===== config.mk =====
export PLATFORM = sky130hd
export DESIGN_NAME = water_fill_temp_guard
export DESIGN_NICKNAME = d
export VERILOG_FILES = /design/src/rtl/core/wftg_pkg.sv /design/src/rtl/core/wftg_csr.sv /design/src/rtl/core/wftg_fill.sv /design/src/rtl/core/wftg_mon.sv /design/src/rtl/core/water_fill_temp_guard.sv
export SDC_FILE = /design/constraint.sdc
export NUM_CORES = 1
export LEC_CHECK = 0
export ABC_AREA = 1
export BUFFER_PORTS_ARGS = -buffer_cell sky130_fd_sc_hd__buf_2
export CAP_MARGIN = 10
export CORE_ASPECT_RATIO = 0.8
export CORE_MARGIN = 5
export CORE_UTILIZATION = 30
export CTS_CLUSTER_DIAMETER = 200
export CTS_CLUSTER_SIZE = 12
export DETAILED_ROUTE_END_ITERATION = 8
export SLEW_MARGIN = 20
export SYNTH_ARGS = -nofsm -noshare
export SYNTH_HDL_FRONTEND = slang
export SYNTH_SLANG_ARGS = --single-unit

===== constraint.sdc =====
create_clock -name clock -period 3.9 [get_ports clock]
set_input_delay 0.195 -clock clock [delete_from_list [all_inputs] [get_ports clock]]
set_output_delay 0.195 -clock clock [all_outputs]
set_load 0.02 [all_outputs]

===== src/rtl/core/wftg_pkg.sv =====
// Shared types, codes, reset values and helpers for the water fill temperature guard.
`timescale 1ns / 1ps

package wftg_pkg;

   // Field widths
   localparam int CMD_W    = 2;
   localparam int EL_W     = 16;
   localparam int TEMP_W   = 8;
   localparam int CHOICE_W = 2;
   localparam int TIME_W   = 24;
   localparam int FAULT_W  = 3;
   localparam int VALVE_W  = 3;
   localparam int IDX_W    = 3;
   localparam int REQ_W    = 32;
   localparam int RSP_W    = 8;

   localparam logic [TIME_W-1:0] TIME_MAX = {TIME_W{1'b1}};
   localparam logic [TEMP_W-1:0] RELEASE_HYST = TEMP_W'(3);

   // Commands
   localparam logic [CMD_W-1:0] CMD_MONITOR = 2'd0;
   localparam logic [CMD_W-1:0] CMD_FILL    = 2'd1;
   localparam logic [CMD_W-1:0] CMD_STOP    = 2'd2;

   // Temperature selections
   localparam logic [CHOICE_W-1:0] CHOICE_COLD = 2'd0;
   localparam logic [CHOICE_W-1:0] CHOICE_WARM = 2'd1;
   localparam logic [CHOICE_W-1:0] CHOICE_HOT  = 2'd2;
   localparam logic [CHOICE_W-1:0] CHOICE_NONE = 2'd3;

   // Fault codes
   localparam logic [FAULT_W-1:0] FAULT_NORMAL     = 3'd0;
   localparam logic [FAULT_W-1:0] FAULT_COLD_ON    = 3'd1;
   localparam logic [FAULT_W-1:0] FAULT_HOT_OFF    = 3'd2;
   localparam logic [FAULT_W-1:0] FAULT_FAILURE    = 3'd3;
   localparam logic [FAULT_W-1:0] FAULT_WRONG_CONN = 3'd4;

   // Valve bit positions
   localparam int VALVE_COLD = 0;
   localparam int VALVE_HOT  = 1;
   localparam int VALVE_SOFT = 2;

   // Register indexes
   localparam logic [IDX_W-1:0] REG_COLD_HIGH_TEMP = 3'd0;
   localparam logic [IDX_W-1:0] REG_MAX_TEMP       = 3'd1;
   localparam logic [IDX_W-1:0] REG_WRONG_CONN_TO  = 3'd2;
   localparam logic [IDX_W-1:0] REG_HOT_OFF_TO     = 3'd3;
   localparam logic [IDX_W-1:0] REG_FAILURE_TO     = 3'd4;
   localparam logic [IDX_W-1:0] REG_FILL_DELAY     = 3'd5;
   localparam logic [IDX_W-1:0] REG_SUPPLY_TO      = 3'd6;

   // Register reset values
   localparam logic [TEMP_W-1:0] RST_COLD_HIGH_TEMP = 8'd50;
   localparam logic [TEMP_W-1:0] RST_MAX_TEMP       = 8'd63;
   localparam logic [TIME_W-1:0] RST_WRONG_CONN_TO  = 24'd10000;
   localparam logic [TIME_W-1:0] RST_HOT_OFF_TO     = 24'd30000;
   localparam logic [TIME_W-1:0] RST_FAILURE_TO     = 24'd150000;
   localparam logic [TIME_W-1:0] RST_FILL_DELAY     = 24'd3000;
   localparam logic [TIME_W-1:0] RST_SUPPLY_TO      = 24'd1200000;

   typedef struct packed {
      logic [TEMP_W-1:0] cold_high_temp;
      logic [TEMP_W-1:0] max_temp;
      logic [TIME_W-1:0] wrong_conn_timeout_ms;
      logic [TIME_W-1:0] hot_off_timeout_ms;
      logic [TIME_W-1:0] failure_timeout_ms;
      logic [TIME_W-1:0] start_wait_ms;
      logic [TIME_W-1:0] supply_timeout_ms;
   } cfg_type;

   // Members run from the top bit down, so cmd lands in the lowest bits as on tdata.
   typedef struct packed {
      logic                softener_stage;
      logic [CHOICE_W-1:0] temp_choice;
      logic [TEMP_W-1:0]   water_temp;
      logic [EL_W-1:0]     elapsed_ms;
      logic [CMD_W-1:0]    cmd;
   } item_type;

   // Fill-side state: start delay, supply timer, sticky flag, valve drive.
   typedef struct packed {
      logic [TIME_W-1:0]  start_delay_time;
      logic [TIME_W-1:0]  supply_time;
      logic               supply_fault_flag;
      logic [VALVE_W-1:0] valve_drive;
   } fill_state_type;

   // Monitor-side state: fault code and its two timers.
   typedef struct packed {
      logic [FAULT_W-1:0] fault_code;
      logic [TIME_W-1:0]  wrong_conn_time;
      logic [TIME_W-1:0]  overheat_time;
   } mon_state_type;

   // Saturating add of elapsed milliseconds to a timer.
   function automatic logic [TIME_W-1:0] sat_add(input logic [TIME_W-1:0] a,
                                                 input logic [EL_W-1:0] b);
      logic [TIME_W:0] sum;
      sum = {1'b0, a} + {{(TIME_W+1-EL_W){1'b0}}, b};
      return sum[TIME_W] ? TIME_MAX : sum[TIME_W-1:0];
   endfunction

endpackage


===== src/rtl/core/wftg_csr.sv =====
// Configuration register file for the water fill temperature guard.
`timescale 1ns / 1ps

module wftg_csr (
   input  logic                      clock,
   input  logic                      reset,
   input  logic                      csr_valid,
   output logic                      csr_ready,
   input  logic [wftg_pkg::IDX_W-1:0]  csr_index,
   input  logic [wftg_pkg::TIME_W-1:0] csr_data,
   output wftg_pkg::cfg_type         cfg
);
   import wftg_pkg::*;

   cfg_type cfg_ff;
   cfg_type cfg_in;

   // Writes are always taken.
   assign csr_ready = 1'b1;
   assign cfg       = cfg_ff;

   // Decode the register index; unknown indexes are ignored.
   always_comb begin
      cfg_in = cfg_ff;
      if (csr_valid) begin
         case (csr_index)
            REG_COLD_HIGH_TEMP: cfg_in.cold_high_temp        = csr_data[TEMP_W-1:0];
            REG_MAX_TEMP:       cfg_in.max_temp              = csr_data[TEMP_W-1:0];
            REG_WRONG_CONN_TO:  cfg_in.wrong_conn_timeout_ms = csr_data;
            REG_HOT_OFF_TO:     cfg_in.hot_off_timeout_ms    = csr_data;
            REG_FAILURE_TO:     cfg_in.failure_timeout_ms    = csr_data;
            REG_FILL_DELAY:     cfg_in.start_wait_ms         = csr_data;
            REG_SUPPLY_TO:      cfg_in.supply_timeout_ms     = csr_data;
            default:            cfg_in = cfg_ff;
         endcase
      end
   end

   always_ff @(posedge clock) begin
      if (reset) begin
         cfg_ff.cold_high_temp        <= RST_COLD_HIGH_TEMP;
         cfg_ff.max_temp              <= RST_MAX_TEMP;
         cfg_ff.wrong_conn_timeout_ms <= RST_WRONG_CONN_TO;
         cfg_ff.hot_off_timeout_ms    <= RST_HOT_OFF_TO;
         cfg_ff.failure_timeout_ms    <= RST_FAILURE_TO;
         cfg_ff.start_wait_ms         <= RST_FILL_DELAY;
         cfg_ff.supply_timeout_ms     <= RST_SUPPLY_TO;
      end else begin
         cfg_ff <= cfg_in;
      end
   end

endmodule


===== src/rtl/core/wftg_fill.sv =====
// Fill and stop command logic: start delay, valve drive and supply timer.
`timescale 1ns / 1ps

module wftg_fill (
   input  wftg_pkg::item_type       item,
   input  wftg_pkg::cfg_type        cfg,
   input  logic [wftg_pkg::FAULT_W-1:0] fault_code,
   input  wftg_pkg::fill_state_type cur,
   output wftg_pkg::fill_state_type nxt
);
   import wftg_pkg::*;

   logic              delay_done;
   logic [TIME_W-1:0] supply_sum;
   logic              fault_cold;
   logic              fault_hot_off;

   assign delay_done    = cur.start_delay_time >= cfg.start_wait_ms;
   assign supply_sum    = sat_add(cur.supply_time, item.elapsed_ms);
   assign fault_cold    = (fault_code == FAULT_COLD_ON) || (fault_code == FAULT_HOT_OFF);
   assign fault_hot_off = fault_code == FAULT_HOT_OFF;

   always_comb begin
      nxt = cur;
      case (item.cmd)
         CMD_FILL: begin
            if (!delay_done) begin
               // Still waiting out the start delay.
               nxt.start_delay_time = sat_add(cur.start_delay_time, item.elapsed_ms);
            end else begin
               // Valves follow the selection and the fault state.
               case (item.temp_choice)
                  CHOICE_HOT: begin
                     nxt.valve_drive[VALVE_COLD] = fault_cold;
                     nxt.valve_drive[VALVE_HOT]  = !fault_hot_off;
                     nxt.valve_drive[VALVE_SOFT] = 1'b0;
                  end
                  CHOICE_WARM: begin
                     nxt.valve_drive[VALVE_COLD] = 1'b1;
                     nxt.valve_drive[VALVE_HOT]  = !fault_hot_off;
                     nxt.valve_drive[VALVE_SOFT] = 1'b0;
                  end
                  CHOICE_COLD: begin
                     nxt.valve_drive[VALVE_COLD] = 1'b1;
                     nxt.valve_drive[VALVE_HOT]  = 1'b0;
                     nxt.valve_drive[VALVE_SOFT] = item.softener_stage;
                  end
                  default: nxt.valve_drive = cur.valve_drive;
               endcase
               // Supply timer wraps to zero and latches the error.
               if (supply_sum >= cfg.supply_timeout_ms) begin
                  nxt.supply_time       = '0;
                  nxt.supply_fault_flag = 1'b1;
               end else begin
                  nxt.supply_time = supply_sum;
               end
            end
         end
         CMD_STOP: begin
            nxt.start_delay_time = '0;
            nxt.supply_time      = '0;
            nxt.valve_drive      = '0;
         end
         default: nxt = cur;
      endcase
   end

endmodule


===== src/rtl/core/wftg_mon.sv =====
// Temperature fault machine: wrong connection and overheat escalation.
`timescale 1ns / 1ps

module wftg_mon (
   input  wftg_pkg::item_type      item,
   input  wftg_pkg::cfg_type       cfg,
   input  wftg_pkg::mon_state_type cur,
   output wftg_pkg::mon_state_type nxt
);
   import wftg_pkg::*;

   logic [TEMP_W-1:0]  release_temp;
   logic [TIME_W-1:0]  wrong_sum;
   logic [TIME_W-1:0]  overheat_sum;
   logic               too_hot;
   logic [FAULT_W-1:0] fault_mid;

   // Release threshold saturates at zero for small limits.
   assign release_temp = (cfg.max_temp >= RELEASE_HYST) ? cfg.max_temp - RELEASE_HYST : '0;
   assign wrong_sum    = sat_add(cur.wrong_conn_time, item.elapsed_ms);
   assign overheat_sum = sat_add(cur.overheat_time, item.elapsed_ms);
   assign too_hot      = item.water_temp >= cfg.max_temp;
   assign fault_mid    = too_hot ? FAULT_COLD_ON : cur.fault_code;

   always_comb begin
      nxt = cur;
      case (item.temp_choice)
         CHOICE_COLD: begin
            // Hot water under a cold selection counts toward wrong connection.
            if (item.water_temp >= cfg.cold_high_temp) begin
               nxt.wrong_conn_time = wrong_sum;
               if (wrong_sum >= cfg.wrong_conn_timeout_ms) begin
                  nxt.fault_code = FAULT_WRONG_CONN;
               end
            end else begin
               nxt.wrong_conn_time = '0;
            end
         end
         CHOICE_WARM, CHOICE_HOT: begin
            nxt.wrong_conn_time = '0;
            nxt.fault_code      = fault_mid;
            if (fault_mid == FAULT_COLD_ON && item.water_temp <= release_temp) begin
               // Cooled down: back to normal.
               nxt.fault_code    = FAULT_NORMAL;
               nxt.overheat_time = '0;
            end else if (fault_mid == FAULT_COLD_ON && too_hot) begin
               // Overheat escalation.
               nxt.overheat_time = overheat_sum;
               if (overheat_sum >= cfg.hot_off_timeout_ms) begin
                  nxt.fault_code = FAULT_HOT_OFF;
                  if (overheat_sum >= cfg.failure_timeout_ms) begin
                     nxt.overheat_time = '0;
                     nxt.fault_code    = FAULT_FAILURE;
                  end
               end
            end
         end
         default: nxt = cur;
      endcase
   end

endmodule


===== src/rtl/core/water_fill_temp_guard.sv =====
// Top level of the water fill temperature guard.
`timescale 1ns / 1ps

// Valve and temperature guard for a washer fill. Each item is one tick that
// carries the elapsed milliseconds, the water temperature, the temperature
// selection, the softener-stage flag and a command (monitor, fill or stop),
// and produces exactly one result item with the valve drives, the fault code
// and the sticky supply error. An accepted item is held in an input register
// and finished, once the result register is free or being emptied, by one
// pass of logic that updates the state and loads the result register; one
// item is taken every cycle when the output is not stalled. A result passes
// through the input register and then the result register before it is shown.
// While a result waits, the input register can still take one more item.
// Configuration writes are always taken and should be made only while no item
// is in flight.
module water_fill_temp_guard (
   input  logic                        clock,
   input  logic                        reset,
   // Ticks. tdata from bit 0: cmd[1:0], elapsed_ms[17:2], water_temp[25:18],
   // temp_choice[27:26], softener_stage[28], zeros[31:29].
   input  logic                        req_tvalid,
   output logic                        req_tready,
   input  logic [wftg_pkg::REQ_W-1:0]  req_tdata,
   // Results. tdata from bit 0: cold_valve_on[0], hot_valve_on[1],
   // softener_valve_on[2], temp_fault[5:3], supply_error[6], zero[7].
   output logic                        rsp_tvalid,
   input  logic                        rsp_tready,
   output logic [wftg_pkg::RSP_W-1:0]  rsp_tdata,
   // Configuration writes.
   input  logic                        csr_valid,
   output logic                        csr_ready,
   input  logic [wftg_pkg::IDX_W-1:0]  csr_index,
   input  logic [wftg_pkg::TIME_W-1:0] csr_data
);
   import wftg_pkg::*;

   cfg_type        cfg;
   item_type       item_ff;
   logic           item_valid_ff;
   fill_state_type fill_ff;
   fill_state_type fill_in;
   mon_state_type  mon_ff;
   mon_state_type  mon_in;
   logic [RSP_W-1:0] rsp_data_ff;
   logic [RSP_W-1:0] rsp_data_in;
   logic           rsp_valid_ff;
   logic           advance;
   logic           fire;

   wftg_csr u_csr (
      .clock     (clock),
      .reset     (reset),
      .csr_valid (csr_valid),
      .csr_ready (csr_ready),
      .csr_index (csr_index),
      .csr_data  (csr_data),
      .cfg       (cfg)
   );

   // Handshake: the held item finishes when the result register is free.
   assign advance    = !rsp_valid_ff || rsp_tready;
   assign fire       = item_valid_ff && advance;
   assign req_tready = !item_valid_ff || advance;

   // Fill logic sees the monitor's fault code from before this tick.
   wftg_fill u_fill (
      .item       (item_ff),
      .cfg        (cfg),
      .fault_code (mon_ff.fault_code),
      .cur        (fill_ff),
      .nxt        (fill_in)
   );

   wftg_mon u_mon (
      .item (item_ff),
      .cfg  (cfg),
      .cur  (mon_ff),
      .nxt  (mon_in)
   );

   assign rsp_data_in = {1'b0, fill_in.supply_fault_flag, mon_in.fault_code,
                         fill_in.valve_drive};

   // Input register.
   always_ff @(posedge clock) begin
      if (reset) begin
         item_valid_ff <= 1'b0;
      end else if (req_tready) begin
         item_valid_ff <= req_tvalid;
      end
   end

   always_ff @(posedge clock) begin
      if (req_tvalid && req_tready) begin
         item_ff <= item_type'(req_tdata[$bits(item_type)-1:0]);
      end
   end

   // State update, one item per cycle while the result register can advance.
   always_ff @(posedge clock) begin
      if (reset) begin
         fill_ff <= '0;
         mon_ff  <= '0;
      end else if (fire) begin
         fill_ff <= fill_in;
         mon_ff  <= mon_in;
      end
   end

   // Result register.
   always_ff @(posedge clock) begin
      if (reset) begin
         rsp_valid_ff <= 1'b0;
      end else if (advance) begin
         rsp_valid_ff <= item_valid_ff;
      end
   end

   always_ff @(posedge clock) begin
      if (fire) begin
         rsp_data_ff <= rsp_data_in;
      end
   end

   assign rsp_tvalid = rsp_valid_ff;
   assign rsp_tdata  = rsp_data_ff;

endmodule

-- Yosys cells after proc, flatten, opt, wreduce, memory -nomap -nowiden
Index checks and enable logic that the tools add are counted.
- div/mod/pow operators: 0
- multipliers: 0
- bitwise operators: 0
- order comparisons: 9
- reductions and logical operators: 27
- muxes and demuxes: 26
- shift-type cells: 0
- equal/unequal tests: 15
- $add $sub $neg: 5
- operators by type and width (kind ; number):
    $mux 24 ; 11
    $ge 24x24->1 ; 5
    $add 24x16->25 ; 4
    $pmux 48 s2 ; 1
    $pmux 27 s2 ; 1
    $mux 28 ; 1
    $mux 3 ; 6
    $ge 8x8->1 ; 2
    $reduce_and 2->1 ; 8
    $eq 3x1->1 const B ; 3
    $eq 3x2->1 const B ; 3
    $eq 3x3->1 const B ; 3
    $pmux 3 s3 ; 1
    $reduce_and 3->1 ; 3
    $ge 8x2->1 const B ; 1
    $le 8x8->1 ; 1
    $mux 8 ; 1
    $sub 8x2->8 const B ; 1
    $pmux 3 s2 ; 1
    $reduce_bool 2->1 ; 3
    $eq 2x1->1 const B ; 2
    $eq 2x2->1 const B ; 2
    $logic_and 1x1->1 ; 4
    $logic_not 1->1 ; 3
    other kinds (7) ; 11
- bits in writable memories: 0
- latch bits: 0
- flip-flop bits (word level): 277
- output and inout bits: 11
- memories: 0
- bits in read-only memories: 0
- logic and storage cells: 104

-- Depth between registers and ports, before layout
- depth in word-level cells: 8
- mapped depth: 30

-- Hierarchy
A second synthesis with hierarchy kept.
- cells, all modules: 3933
- area, all modules: 23608.9 µm²
- modules (own cells, without submodules) (module ; instances ; cells an instance ; area an instance (µm²)):
    wftg_mon ; 1 ; 1303 ; 6706.4
    wftg_fill ; 1 ; 1171 ; 5800.6
    water_fill_temp_guard ; 1 ; 725 ; 5796.8
    wftg_csr ; 1 ; 734 ; 5305.1

-- Worst setup path after synthesis
OpenSTA, ideal clock, no wires.
- kind: register to register
- from: reg item_ff[2] (netlist bit)
- to: reg mon_ff[16] (netlist bit)
- setup slack: 0.469 ns
- cell stages (with the launch flop): 25
- data required time: 3.830 ns
- data arrival time: 3.361 ns
- clock period less this slack: 3.431 ns
- library setup time: 0.070 ns
- buffers on the path: 2
- cells stage by stage: edfxtp_1 > ha_1 > fa_1 > nand3_1 > nand2_1 > nand2_1 > nand2_1 > nand3_2 > o21ai_2 > inv_2 > buf_6 > nand3_2 > ha_1 > nand2_1 > inv_1 > nand2_1 > nand2_1 > nand2_1 > nand2_1 > nand2_1 > nand3_1 > o21ai_1 > buf_2 > nand4_1 > a21oi_1
- word-level cells in the longest chain between the ends: 7
- elaborated cells between the ends (all ways): 8
- those cells by class: add/sub: 1; order compare: 2; mux: 5
- RTL lines (item ; RTL line ; source):
    start: declaration ; water_fill_temp_guard.sv:38 ; item_type item_ff;
    start signal: assignment ; water_fill_temp_guard.sv:95 ; item_ff <= item_type'(req_tdata[$bits(item_type)-1:0]);
    $add 24x16->25 * ; wftg_pkg.sv:100 ; sum = {1'b0, a} + {{(TIME_W+1-EL_W){1'b0}}, b};
    $mux 24 * ; wftg_pkg.sv:101 ; return sum[TIME_W] ? TIME_MAX : sum[TIME_W-1:0];
    $ge 24x24->1 ; wftg_mon.sv:51 ; if (overheat_sum >= cfg.failure_timeout_ms) begin
    $mux 24 ; wftg_mon.sv:51 ;
    $mux 24 * ; wftg_mon.sv:49 ; if (overheat_sum >= cfg.hot_off_timeout_ms) begin
    $mux 24 * ; wftg_mon.sv:46 ; end else if (fault_mid == FAULT_COLD_ON && too_hot) begin
    $mux 24 * ; wftg_mon.sv:42 ; if (fault_mid == FAULT_COLD_ON && item.water_temp <= release_temp) begin
    end signal: assignment ; water_fill_temp_guard.sv:106 ; mon_ff <= mon_in;
    end: declaration ; water_fill_temp_guard.sv:42 ; mon_state_type mon_ff;
Every way passes the cells marked *; elsewhere a longest branch is shown, timed or not. The select of a mux whose other input is x is not followed.
A chain may end at the register's enable or synchronous reset.

-- Final worst setup path
- from: reg item_ff[2] (netlist bit)
- to: reg fill_ff[14] (netlist bit)
- word-level cells in the longest chain between the ends: 6
- RTL lines (item ; RTL line ; source):
    $add 24x16->25 * ; wftg_pkg.sv:100 ;
    $mux 24 * ; wftg_pkg.sv:101 ;
    $ge 24x24->1 ; wftg_fill.sv:51 ; if (supply_sum >= cfg.supply_timeout_ms) begin
    $mux 24 * ; wftg_fill.sv:51 ;
    $mux 28 * ; wftg_fill.sv:27 ; if (!delay_done) begin
    $pmux 48 s2 * ; wftg_fill.sv:25 ; case (item.cmd)
    end signal: assignment ; water_fill_temp_guard.sv:105 ; fill_ff <= fill_in;
    end: declaration ; water_fill_temp_guard.sv:40 ; fill_state_type fill_ff;
Marks and branches as above.

==> impl_summary.md <==
Die
The area enclosed by the die boundary is 68260 um^2. The standard-cell row count is 82. The standard cell core area is 62590 um^2. The count of boundary I/O pins is 75.

The floorplan step set the die width to 290.9 um. From bottom edge to top edge, the die measures 234.7 um. The initial utilization of the core area, before any placement, comes to 30.25%.

Worst hold path
The origin of the worst min-delay path is csr_data[0]. The depth of the worst hold-timing path is 3. The worst hold path terminates at u_csr.cfg[120]. The worst min-delay path class is in -> reg.

Global route
The initial antenna violation count is 5. Entering global routing, the biggest net connects 59 pins. The first global-routing pass estimated 93.33 mm of wire. The via count of the first global-routing pass is 16850.

Across every metal layer, demand over resource in global routing totals 16.67%. The remaining global-route overflow is 0.

Clocking
TritonCTS built the clock tree. Clock tree synthesis inserted a total of 27 buffers. Counting every sink on the clock net gives 277. The root buffer cell chosen for the clock tree is sky130_fd_sc_hd__clkbuf_16. The clock latency reported for the late side of the worst-skew pair is 0.59 ns. The clock-pin slew on the worst setup and hold paths is 0.07 ns. In this run the number of H-tree levels came out at 1. The clock passes through at most 3 buffers.

Logic synthesis
The commonest register cell after synthesis is sky130_fd_sc_hd__dfxtp_1. In the synthesized netlist the async set-or-reset flop fraction comes to 0%. The synthesized design contains 36 enable-type register cells. Summing every instance area after synthesis gives 18930 um^2. The number of different library cells in the post-synthesis netlist is 56. The count of warnings emitted by yosys is 0.

The sequential share of the synthesized area is 31.20%. Synthesis produced a netlist with a net count of 2954. The post-synthesis cell count is 2670.

The synthesized area per cell is 7.090 um^2. The flop and latch count out of synthesis is 277.

Timing
Setup repair after global routing could not meet its margin everywhere. Derived from the worst setup path, the maximum achievable clock frequency is 259.7 MHz. The number of slew-limit violations in the final report is 0.

The worst path in the final design needs a cycle of 3.850 ns, including I/O delays and setup. At the pin with the least slew margin, the transition time is 0.9315 ns. Measured against its own limit, the worst slew margin works out to 37.83%.

On the final layout, the worst clock skew is 0.03269 ns. The total setup violations reported at the end of the flow is 0. The final critical path takes up 98.73% of the cycle. Summed over all failing endpoints, the final setup total negative slack is 0 ns. The hold violation total from the final report is 0.

Critical path
The startpoint identified for the worst register-to-register timing path is item_ff[2]. The cell count of the worst reg-to-reg path is 25. The worst setup path is captured at a register. The worst-path maximum fanout is 6. For flop-to-flop paths, the worst setup slack is 0.05 ns.

The critical path in this run is classified as reg -> reg. At the worst endpoint, the arrival time is 4.33 ns. The startpoint of the most critical setup path is item_ff[2]. The type of element launching the critical path is a register. In this run the critical register-to-register path is captured at fill_ff[14]. Data on the critical path is required at its endpoint by 4.38 ns.

Place
Once placement finished, the instance area stood at 21200 um^2. Port buffering added 69 buffers. Routability-driven placement finished with a final weighted congestion of 0.9387. The detailed placer's ending HPWL is 44.93 mm.

Route
In the final routed layout, each cell accounts on average for 16.33 um. The first detailed-routing pass took 6 iterations. The remaining number of nets flagged by the antenna check after routing is 0. After the first detailed-routing iteration, the DRC count stood at 1342. The detailed-route DRC error count is 0. After detailed routing, the total wire length is 61.53 mm. In the routed layout, each cell is associated on average with a via count of 4.900. The detailed-route via count is 18460.

Pwr
After layout, the design draws a total of 6806 uW. Power spread over the standard cell area amounts to 287.1 nW/um^2. The standby leakage power is 0.01058 uW.

VDD sags by at most 0.3010 mV.

Status
The flow ran to the end, and the final reports show no timing, DRC or antenna violations.

Finish
The fraction of final layout cells with drive strength greater than 1 is 18.62%. The synthesis-to-layout area growth is 25.22%. After filler insertion, the fill cell instance count of the layout stands at 6598. The number of antenna diodes in the final layout is 0. The library cell used most frequently in the layout, excluding fill and tap cells, is sky130_fd_sc_hd__nand2_1. With fillers left out, the area of the finished cells amounts to 23710 um^2. The library cells used most frequently in the layout, excluding fill and tap cells, are sky130_fd_sc_hd__nand2_1, sky130_fd_sc_hd__inv_1, sky130_fd_sc_hd__a21oi_1. The layout net count is 3201.

Run
The total of max-cap violations is 0.
-- worst max-delay path by stage --
stage	end	slack [ns]	depth (start not counted)
after floorplan	mon_ff[16]	0.47	24
after global placement	rsp_tdata[3]	-0.03	21
after CTS	rsp_tdata[3]	0.004	21
final	fill_ff[14]	0.05	25
after detailed placement	rsp_tdata[3]	-0.05	21
after global routing	rsp_tdata[3]	-0.14	24
-- critical path: stages, from the launching register on --
cell                        delay [ns]
sky130_fd_sc_hd__edfxtp_1         0.42
sky130_fd_sc_hd__buf_6            0.14
sky130_fd_sc_hd__buf_6            0.12
sky130_fd_sc_hd__ha_4             0.16
sky130_fd_sc_hd__fa_2             0.35
sky130_fd_sc_hd__nand2_2          0.10
sky130_fd_sc_hd__o21ai_2          0.08
sky130_fd_sc_hd__buf_4            0.15
sky130_fd_sc_hd__nand2_1          0.09
sky130_fd_sc_hd__nand2_2          0.09
sky130_fd_sc_hd__a21oi_2          0.16
sky130_fd_sc_hd__xor2_1           0.16
sky130_fd_sc_hd__nand2_1          0.13
sky130_fd_sc_hd__ha_1             0.29
sky130_fd_sc_hd__nand2_1          0.08
sky130_fd_sc_hd__o21ai_0          0.10
sky130_fd_sc_hd__nand2_1          0.08
sky130_fd_sc_hd__nand3_1          0.08
sky130_fd_sc_hd__nand2_1          0.06
sky130_fd_sc_hd__nand4_1          0.10
sky130_fd_sc_hd__buf_6            0.16
sky130_fd_sc_hd__nor2_4           0.12
sky130_fd_sc_hd__buf_12           0.15
sky130_fd_sc_hd__clkbuf_16        0.16
sky130_fd_sc_hd__nand3_1          0.07
sky130_fd_sc_hd__a21oi_1          0.16
-- sequential cells by signal, summed over array words and instances, names as in the netlist --
name	cells
u_csr.cfg	136
item_ff	29
rsp_tdata	7
rsp_tvalid	1
mon_ff	51
fill_ff	52
item_valid_ff	1
-- area by class of cell --
cell class	instances	area, um^2	share of cell area, %
flip-flops and latches	277	5906	24.91
multi-input cells	1969	12330	52.02
repair inverters	1	7.507	0.03167
well taps	840	1051	4.434
clock buffers	37	713.2	3.009
inverters	346	1309	5.521
clock inverters	2	31.28	0.1320
repair buffers	295	2356	9.939
-- metrics by stage --
step / hold WS, ns / utilization (%) / worst slack [ns] / cells
2_1_floorplan: 0.2939 / - / 0.4689 / 2670
3_3_place_gp: 0.3719 / 33.85 / -0.02864 / 3656
3_5_place_dp: 0.3732 / 33.87 / -0.04531 / 3656
4_1_cts: 0.008838 / 35.73 / 0.003682 / 3737
5_1_grt: 0.02695 / 37.88 / -0.1414 / 3767
6_report: 0.03627 / 37.88 / 0.04958 / 3767
-- cells in the mapped netlist, drive strengths merged, types with 21 or more instances --
cell type,count,area [um^2]
xor2,23,201.4
buf,27,190.2
nand3,157,890.8
clkbuf,51,191.4
nand2,649,2491
a21oi,341,1710
or2,21,131.4
nand4,79,509.2
o211ai,45,342.8
edfxtp,36,1081
nor2,168,671.9
inv,343,1287
ha,216,2703
dfxtp,241,4825
o21ai,163,845.8
nor3,21,116.4
-- power by group --
| group | leakage [uW] | switching (uW) | internal (uW) | total, uW |
|---|---|---|---|---|
| sequential | 0.00231 | 43.4 | 2980 | 3030 |
| combinational | 0.00791 | 814 | 503 | 1320 |
| clock | 0.000360 | 1190 | 1270 | 2460 |
| total | 0.0106 | 2050 | 4760 | 6810 |
-- cell families (layout without fill, tap and decap cells) --
| family | count (synthesis) | count (layout) | share of synthesized area (%) |
|---|---|---|---|
| simple gates | 1123 | 1123 | 26.59 |
| other cells | 2 | 2 | 0.03967 |
| fa+ha+maj | 220 | 220 | 14.70 |
| flops | 277 | 277 | 31.20 |
| compound gates | 585 | 585 | 16.79 |
| buf+inv | 424 | 681 | 8.876 |
| xor+xnor | 39 | 39 | 1.804 |
-- per-layer routing --
layer	share of wire [%]	track usage [%]	vias up	wire length (um)
met3	5.4	1.737	77	3315
met2	42	25.82	447	26080
met1	49	24.83	8524	30330
met5	0	0	-	0
met4	2.9	4.221	0	1797
li1	-	-	9410	-
-- what timing repair did --
action / CTS / global route
buffers inserted: 2 / 25
gates resized for setup: 1 / 235
pin swaps: 1 / 52
setup endpoints to repair: 29 / 56
endpoints found under the hold margin: 49 / 0
hold buffers: 40 / 0
cloned: 0 / 5
(Power assumes the default switching activity.)
